File: config.mk
export PLATFORM = sky130hd
export DESIGN_NAME = radix_integer_text_parser_unit
export DESIGN_NICKNAME = d
export VERILOG_FILES = /design/src/sv/ritp_pkg.sv /design/src/sv/ritp_parse_core.sv /design/src/sv/radix_integer_text_parser_unit.sv
export SDC_FILE = /design/constraint.sdc
export NUM_CORES = 1
export LEC_CHECK = 0
export BUFFER_PORTS_ARGS = -buffer_cell sky130_fd_sc_hd__buf_2
export CORE_UTILIZATION = 45
export DETAILED_ROUTE_END_ITERATION = 12
export GPL_ROUTABILITY_DRIVEN = 1
export PLACE_DENSITY = 0.72
export SLEW_MARGIN = 20
export SYNTH_ARGS = -nofsm -noshare
export SYNTH_HDL_FRONTEND = slang
export SYNTH_SLANG_ARGS = --single-unit
File: constraint.sdc
create_clock -name clk_i -period 17 [get_ports clk_i]
set_clock_uncertainty 0.15 [all_clocks]
set_input_delay 4.25 -clock clk_i [delete_from_list [all_inputs] [get_ports clk_i]]
set_output_delay 4.25 -clock clk_i [all_outputs]
set_load 0.02 [all_outputs]
File: src/sv/ritp_pkg.sv
// Package for the radix integer text parser: word types, character
// constants and the digit decode function. No dependencies.
package ritp_pkg;

  typedef struct packed {
    logic [7:0] text_byte;
    logic       is_last;
  } in_word_t;

  typedef struct packed {
    logic signed [63:0] parsed_value;
    logic               parse_ok;
  } out_word_t;

  localparam int unsigned RadixW   = 6;
  localparam int unsigned DigitW   = 7;
  localparam int unsigned AccW     = 64;

  localparam logic [RadixW-1:0] RADIX_RESET = 6'd10;
  localparam logic [RadixW-1:0] RADIX_MIN   = 6'd2;
  localparam logic [RadixW-1:0] RADIX_MAX   = 6'd36;

  localparam logic [DigitW-1:0] NOT_A_DIGIT = 7'd99;

  localparam logic [7:0] WS_MAX     = 8'd32;
  localparam logic [7:0] CHAR_PLUS  = 8'h2B;
  localparam logic [7:0] CHAR_MINUS = 8'h2D;
  localparam logic [7:0] CHAR_APOS  = 8'h27;
  localparam logic [7:0] CHAR_QUOTE = 8'h22;
  localparam logic [7:0] CHAR_UNDER = 8'h5F;
  localparam logic [7:0] CHAR_0     = 8'h30;
  localparam logic [7:0] CHAR_9     = 8'h39;
  localparam logic [7:0] CHAR_LA    = 8'h61;
  localparam logic [7:0] CHAR_LZ    = 8'h7A;
  localparam logic [7:0] CHAR_UA    = 8'h41;
  localparam logic [7:0] CHAR_UZ    = 8'h5A;

  // register word index (paddr[2])
  localparam logic REG_RADIX = 1'b0;

  function automatic logic [DigitW-1:0] digit_of(input logic [7:0] c);
    logic [7:0] d;
    d = 8'd0;
    if (c >= CHAR_0 && c <= CHAR_9) begin
      d = c - CHAR_0;
    end else if (c >= CHAR_LA && c <= CHAR_LZ) begin
      d = c - CHAR_LA + 8'd10;
    end else if (c >= CHAR_UA && c <= CHAR_UZ) begin
      d = c - CHAR_UA + 8'd10;
    end else begin
      d = {1'b0, NOT_A_DIGIT};
    end
    return d[DigitW-1:0];
  endfunction

endpackage

File: src/sv/ritp_parse_core.sv
// Parse state and per-byte next-state logic: phase, sign, accumulator.
// Depends on ritp_pkg.
module ritp_parse_core (
  input  logic                    clk_i,
  input  logic                    rst_ni,
  input  logic                    step_i,
  input  ritp_pkg::in_word_t      word_i,
  input  logic [5:0]              radix_i,
  output ritp_pkg::out_word_t     result_o
);
  import ritp_pkg::*;

  typedef enum logic [1:0] {
    PH_LEAD   = 2'd0,
    PH_DIGITS = 2'd1,
    PH_TRAIL  = 2'd2,
    PH_FAIL   = 2'd3
  } phase_e;

  phase_e            phase_q, phase_d;
  logic              neg_q, neg_d;
  logic              seen_q, seen_d;
  logic [AccW-1:0]   acc_q, acc_d;

  logic [7:0]        c;
  logic [DigitW-1:0] dig;
  logic              radix_ok, is_ws, is_skip, dig_ok, run;
  logic [AccW-1:0]   addend, mac;
  logic              ok;

  assign c        = word_i.text_byte;
  assign dig      = digit_of(c);
  assign radix_ok = (radix_i >= RADIX_MIN) && (radix_i <= RADIX_MAX);
  assign is_ws    = (c <= WS_MAX);
  assign is_skip  = (c == CHAR_APOS) || (c == CHAR_QUOTE) || (c == CHAR_UNDER);
  assign dig_ok   = (dig < {1'b0, radix_i});

  // accumulate in signed form: -(a*r+d) == (-a)*r - d mod 2^64
  assign addend = neg_q ? (AccW'(0) - AccW'(dig)) : AccW'(dig);
  assign mac    = (acc_q * AccW'(radix_i)) + addend;

  always_comb begin
    phase_d = phase_q;
    neg_d   = neg_q;
    seen_d  = seen_q;
    acc_d   = acc_q;
    run     = 1'b0;
    if (!radix_ok) begin
      phase_d = PH_FAIL;
    end else begin
      unique case (phase_q)
        PH_LEAD: begin
          priority if (is_ws) begin
            phase_d = PH_LEAD;
          end else if (c == CHAR_PLUS) begin
            phase_d = PH_DIGITS;
          end else if (c == CHAR_MINUS) begin
            neg_d   = 1'b1;
            phase_d = PH_DIGITS;
          end else begin
            run = 1'b1;
          end
        end
        PH_DIGITS: run = 1'b1;
        PH_TRAIL: begin
          if (!is_ws) phase_d = PH_FAIL;
        end
        PH_FAIL: phase_d = PH_FAIL;
        default: phase_d = PH_FAIL;
      endcase
    end
    if (run) begin
      priority if (is_skip) begin
        phase_d = PH_DIGITS;
      end else if (dig_ok) begin
        acc_d   = mac;
        seen_d  = 1'b1;
        phase_d = PH_DIGITS;
      end else begin
        phase_d = is_ws ? PH_TRAIL : PH_FAIL;
      end
    end
  end

  assign ok = seen_d && (phase_d != PH_FAIL);
  assign result_o.parse_ok     = ok;
  assign result_o.parsed_value = ok ? acc_d : '0;

  always_ff @(posedge clk_i or negedge rst_ni) begin
    if (!rst_ni) begin
      phase_q <= PH_LEAD;
      neg_q   <= 1'b0;
      seen_q  <= 1'b0;
      acc_q   <= '0;
    end else if (step_i) begin
      if (word_i.is_last) begin
        phase_q <= PH_LEAD;
        neg_q   <= 1'b0;
        seen_q  <= 1'b0;
        acc_q   <= '0;
      end else begin
        phase_q <= phase_d;
        neg_q   <= neg_d;
        seen_q  <= seen_d;
        acc_q   <= acc_d;
      end
    end
  end

endmodule

File: src/sv/radix_integer_text_parser_unit.sv
// Top level of the radix integer text parser: input and result registers,
// radix configuration register, parse core. Depends on ritp_pkg, ritp_parse_core.
//
// Takes one text byte per word and returns one result word (value, ok) for
// each word marked last. A new byte is accepted every cycle unless the input
// stalls; a result passes through the input register, then the per-byte
// multiply-accumulate in the parse core and the result register.
// Input stall rises only while a held result is stalled and the waiting byte
// is a last byte. Radix sits at byte address 0; change it only while idle.
module radix_integer_text_parser_unit (
  input  logic                  clk_i,
  input  logic                  rst_ni,
  input  logic                  in_valid_i,
  output logic                  in_stall_o,
  input  ritp_pkg::in_word_t    in_word_i,
  output logic                  out_valid_o,
  input  logic                  out_stall_i,
  output ritp_pkg::out_word_t   out_word_o,
  input  logic                  psel,
  input  logic                  penable,
  input  logic                  pwrite,
  input  logic [2:0]            paddr,
  input  logic [31:0]           pwdata,
  output logic [31:0]           prdata,
  output logic                  pready
);
  import ritp_pkg::*;

  logic              in_valid_q;
  in_word_t          in_word_q;
  logic              out_valid_q;
  out_word_t         out_word_q;
  logic [RadixW-1:0] radix_q;
  logic              advance, load_in;
  out_word_t         result;

  assign advance    = in_valid_q && (!in_word_q.is_last || !out_valid_q || !out_stall_i);
  assign in_stall_o = in_valid_q && !advance;
  assign load_in    = !in_stall_o;

  ritp_parse_core u_core (
    .clk_i    (clk_i),
    .rst_ni   (rst_ni),
    .step_i   (advance),
    .word_i   (in_word_q),
    .radix_i  (radix_q),
    .result_o (result)
  );

  always_ff @(posedge clk_i or negedge rst_ni) begin
    if (!rst_ni) begin
      in_valid_q <= 1'b0;
    end else if (load_in) begin
      in_valid_q <= in_valid_i;
    end
  end

  always_ff @(posedge clk_i) begin
    if (load_in && in_valid_i) in_word_q <= in_word_i;
  end

  always_ff @(posedge clk_i or negedge rst_ni) begin
    if (!rst_ni) begin
      out_valid_q <= 1'b0;
    end else if (advance && in_word_q.is_last) begin
      out_valid_q <= 1'b1;
    end else if (!out_stall_i) begin
      out_valid_q <= 1'b0;
    end
  end

  always_ff @(posedge clk_i) begin
    if (advance && in_word_q.is_last) out_word_q <= result;
  end

  assign out_valid_o = out_valid_q;
  assign out_word_o  = out_word_q;

  // configuration port
  always_ff @(posedge clk_i or negedge rst_ni) begin
    if (!rst_ni) begin
      radix_q <= RADIX_RESET;
    end else if (psel && penable && pwrite && pready && (paddr[2] == REG_RADIX)) begin
      radix_q <= pwdata[RadixW-1:0];
    end
  end

  assign pready = 1'b1;
  assign prdata = (paddr[2] == REG_RADIX) ? {{(32-RadixW){1'b0}}, radix_q} : 32'd0;

endmodule

; ---- Yosys cells after proc, flatten, opt, wreduce, memory -nomap -nowiden
; Index checks and enable logic that the tools add are counted.
[totals]
out_inout_bits = 100
elab_cells = 105
reg_bits = 150
inputBits = 51
[op_classes]
addsub = 7
mul = 1
n_bitwise = 1
eq_ne = 12
magnitude_cmp = 10
reduce_logical = 26
muxes = 37
[op_table]
columns = operator, n
row1 = $mux 64, 5
row2 = $add 64x64->64, 1
row3 = $mul 64x6->64, 1
row4 = $eq 8x6->1 const B, 4
row5 = $mux 7, 3
row6 = $mux 2, 9
row7 = $mux 1, 17
row8 = $ge 8x7->1 const B, 2
row9 = $le 8x6->1 const B, 2
row10 = $le 8x7->1 const B, 2
row11 = $add 7x4->7 const B, 2
row12 = $sub 7x7->7 const B, 2
row13 = $logic_and 1x1->1, 12
row14 = $eq 8x7->1 const B, 1
row15 = $ge 8x6->1 const B, 1
row16 = $sub 1x7->8 const A, 1
row17 = $lt 7x6->1, 1
row18 = $sub 7x6->7 const B, 1
row19 = $ge 6x2->1 const B, 1
row20 = $le 6x6->1 const B, 1
row21 = $mux 6, 1
row22 = $ne 2x2->1 const B, 3
row23 = $pmux 2 s3, 1
row24 = $reduce_and 6->1, 1
row25 = other kinds (9), 19

; ---- Logic depth before layout (Yosys ltp)
[depth]
ltp_word = 12
depth_mapped = 25
depth_no_buf = 23

; ---- Cells and area by module
; Synthesis repeated with hierarchy kept, for this count alone.
[unflattened]
cells_unflattened = 2224
hier_area_um2 = 19881.6
[modules_own_cells]
columns = mod, seq_area_each_um2, instances, cells_each, area_per_inst_um2
row1 = ritp_parse_core, 1701.6, 1, 2090, 17053.9
row2 = radix_integer_text_parser_unit, 2424.8, 1, 134, 2827.7

; ---- Worst setup path after synthesis
; Ideal clock, no wire load.
[synth_path]
kind = input -> output
startpoint = input paddr[2]
endpoint = output prdata[0]
arrival_ps = 4530
n_path_buf = 0
stages = 1
setup_slack_ps = 8070
required_ps = 12600
path_cell_list = nor2_1
[synth_via]
elab_chain_len = 1
[synth_lines]
columns = item, line_no
row1 = start: declaration, radix_integer_text_parser_unit.sv:22  ; input logic [2:0] paddr,
row2 = $mux 6, radix_integer_text_parser_unit.sv:89  ; assign prdata = (paddr[2] == REG_RADIX) ? {{(32-RadixW){1'b0}}, radix_q} : 32'd0;
row3 = end: declaration, radix_integer_text_parser_unit.sv:24  ; output logic [31:0] prdata,
; Every way passes these cells.

; ---- Final worst setup path
[layout_path]
startpoint = input out_stall_i
endpoint = output in_stall_o
[layout_via]
elab_chain_len = 5
[layout_lines]
columns = item, line_no
row1 = start: declaration, radix_integer_text_parser_unit.sv:17  ; input logic out_stall_i,
row2 = $logic_not 1->1, -
row3 = $logic_or 1x1->1, radix_integer_text_parser_unit.sv:37  ; assign advance = in_valid_q && (!in_word_q.is_last || !out_valid_q || !out_stall_i);
row4 = $logic_and 1x1->1, radix_integer_text_parser_unit.sv:37
row5 = $logic_not 1->1, radix_integer_text_parser_unit.sv:38  ; assign in_stall_o = in_valid_q && !advance;
row6 = $logic_and 1x1->1, radix_integer_text_parser_unit.sv:38
row7 = end: declaration, radix_integer_text_parser_unit.sv:14  ; output logic in_stall_o,
; Every way passes these cells.

==> flow_summary.yaml <==
critical_path:
  timing.rr.end: "out_word_o[56]"
  r2r_slack_ns: 8.94
  crit_arrival_ns: 4.73
  slowest_stage: "buf_2"
  crit_path_max_fanout: 3
  cp_cell_sequence: "buf_2 -> nand4_1 -> inv_1 -> buf_2"
  crit_path_frequent_cell: "buf_2"
  worstSetupEndpointType: "output pin"
  r2r_start: "in_word_q[1]"
  worst_ep_required_time_ns: 12.60
  r2r.worst_path.cells: 20
  worstSetupPathType: "in -> out"
  critPathLaunchType: "primary input"
  slowest_delay_ns: 0.16
clock_network:
  clk_latency_ns: 0.47
  htree_levels: 4
  cts_resized: 0
  cts_setup_buffers: 0
  cts_made_buffers: 17
  cts-root-buf: "clkbuf_16"
  clockBufferDepth: 2
  clock_sinks: 150
  cts_tree: "done"
  path_clk_slew_ns: 0.07
  hold_buffers: 0
sta:
  slew_viol_final: 0
  fin_crit_sh: 0.537
  slew_headroom: 0.284
  final-hold-violation-count: 0
  fin_setup_tns_ns: 0
  grt_setup_unrepaired: "no"
  setup_viol: 0
  timing.fmax_mhz: 109
  tightestPinTransition_ns: 1.05
  min_period_ns: 9.13
hold_path:
  hold_depth: 2
  holdPathEnd: "u_core.seen_q"
  hold_start: "u_core.seen_q"
  hold_path.class: "reg -> reg"
place:
  dp_hpwl_um: 38700
  dpl.cell_count: 2761
  gp_congestion: 0.931
  placed_area_um2: 20200
  port_buffers: 95
finish:
  nNetsFinal: 2628
  final_cell_mix: "nand2_1, fa_1, inv_1"
  fill_cells: 4083
  regArea_um2: 4130
  finalNonFillerCells: 2793
  multi_input_area_um2: 13800
  drive_gt1_frac: 0.0806
  syn_to_final_growth_pct: 5.95
  diodes: 0
  final_cell_area_um2: 20700
  mostFrequentLayoutCell: "nand2_1"
power_and_ir_drop:
  netSwitchingPower_w: 0.000401
  total_leakage_power_nw: 9.21
  powerDensity_nw_per_um2: 51.7
  peakVddDrop_v: 0.0000734
  power.internal_w: 0.000672
  p_seq_frac: 0.399
  p_clk_frac: 0.369
  power_frac_comb: 0.232
  p_sw_frac: 0.373
detailed_routing:
  drtPass1Iterations: 6
  vias: 15800
  viasPerCell: 5.65
  wl_per_cell_um: 18.4
  ant_nets: 0
  drc: 0
  drtIter0Drc: 1366
  wirelength_um: 51400
flow_run:
  maxCapViolCount: 0
global_routing:
  grt_pass1_wl_um: 85900
  grt_max_degree: 68
  antenna_found_initial: 0
  track_usage: 0.245
  grt-ovfl-total: 0
  grt_pass1_vias: 16400
die:
  die_h_um: 211
  core_um2: 43000
  die_area_um2: 44400
  start_util: 0.456
  die_w_um: 211
  num_io_pins: 151
  std_cell_rows: 76
run_status:
  outcome: "complete, no violations"
synthesis:
  synth_area_per_cell_um2: 8.79
  synth-seq-cells: 150
  yosysUniqueCellTypes: 81
  synth_edf_count: 74
  synthArstFlopShare: 0.507
  synth_area_um2: 19600
  ys_seq_area_frac: 0.211
  synth_warnings: 0
  syn_inst: 2229
  synth_flop_cell: "edfxtp_1"
[through the flow]
step	total power [W]	hold WS [ns]	setup slack (ns)	utilization
floorplan	0.000602	0.304	8.07	-
global placement	0.000677	0.329	7.89	0.469
detailed placement	0.000681	0.342	7.87	0.469
CTS	0.00108	0.354	7.87	0.483
global route	0.00112	0.366	7.83	0.483
finish	0.00107	0.353	7.87	0.483
[cell families (layout without fill, tap and decap cells)]
kind of cell | Yosys count | after routing | synth area share
xor+xnor | 65 | 65 | 0.0291
mux | 14 | 14 | 0.00760
simple gates | 772 | 772 | 0.172
compound gates | 405 | 405 | 0.131
other cells | 2 | 27 | 0.000383
buf+inv | 439 | 393 | 0.0921
flops | 150 | 150 | 0.211
fa+ha+maj | 382 | 382 | 0.358
[cell type report]
cell class,instances,area share
Tap cell,585,0.0353
Clock buffer,17,0.0205
Sequential cell,150,0.199
Clock inverter,15,0.00748
Timing Repair Buffer,112,0.0292
Multi-Input combinational cell,1665,0.663
Inverter,249,0.0451
[flip-flops by register name (all words and copies together) (netlist names)]
name            cells
u_core.acc_q       64
u_core.neg_q        1
out_valid_o         1
in_valid_q          1
u_core.seen_q       1
in_word_q           9
u_core.phase_q      2
radix_q             6
out_word_o         65
[power by group through the flow]
stage / logic (W) / clock network, W / registers, W
floorplan: 0.000180 / 0 / 0.000422
global placement: 0.000243 / 0 / 0.000434
detailed placement: 0.000246 / 0 / 0.000435
CTS: 0.000248 / 0.000405 / 0.000428
global route: 0.000273 / 0.000417 / 0.000431
finish: 0.000248 / 0.000396 / 0.000429
[cell usage after synthesis, drive strengths merged (5+ instances only)]
master,n,share of area
a211o,9,0.0040
a211oi,10,0.0038
a21o,37,0.014
a21oi,91,0.023
a22o,12,0.0054
a31oi,19,0.0061
and2,24,0.0077
and3,20,0.0064
buf,50,0.016
clkbuf,140,0.029
dfrtp,74,0.095
edfxtp,74,0.11
fa,297,0.30
ha,85,0.054
inv,249,0.048
mux2,7,0.0040
mux2i,7,0.0036
nand2,491,0.094
nand2b,6,0.0019
nand3,72,0.019
nand4,27,0.0086
nor2,71,0.014
nor2b,14,0.0045
nor3,18,0.0046
o2111ai,5,0.0026
o211ai,8,0.0031
o21a,6,0.0023
o21ai,139,0.036
o21bai,11,0.0042
o31ai,12,0.0046
or3,5,0.0016
xnor2,37,0.017
xor2,28,0.013
[how the worst max path moves through the flow]
stage,end,cells past startpoint,slack [ns],startpoint
after detailed placement,in_stall_o,4,7.87,out_stall_i
after global placement,in_stall_o,4,7.89,out_stall_i
after global routing,in_stall_o,4,7.83,out_stall_i
after floorplan,prdata[0],1,8.07,paddr[2]
after CTS,in_stall_o,4,7.87,out_stall_i
final,in_stall_o,4,7.87,out_stall_i
[routing by layer]
metal,vias up,share of wire,GRT usage
li1,7152,-,-
met1,7877,0.42,0.320
met2,641,0.48,0.407
met3,114,0.064,0.0320
met4,0,0.037,0.112
met5,-,0,0
[worst max-delay path, delay by kind of cell]
family        cells  cell delay [ns]
simple gates      1             0.13
buf+inv           3             0.35
(Power assumes the default switching activity.)
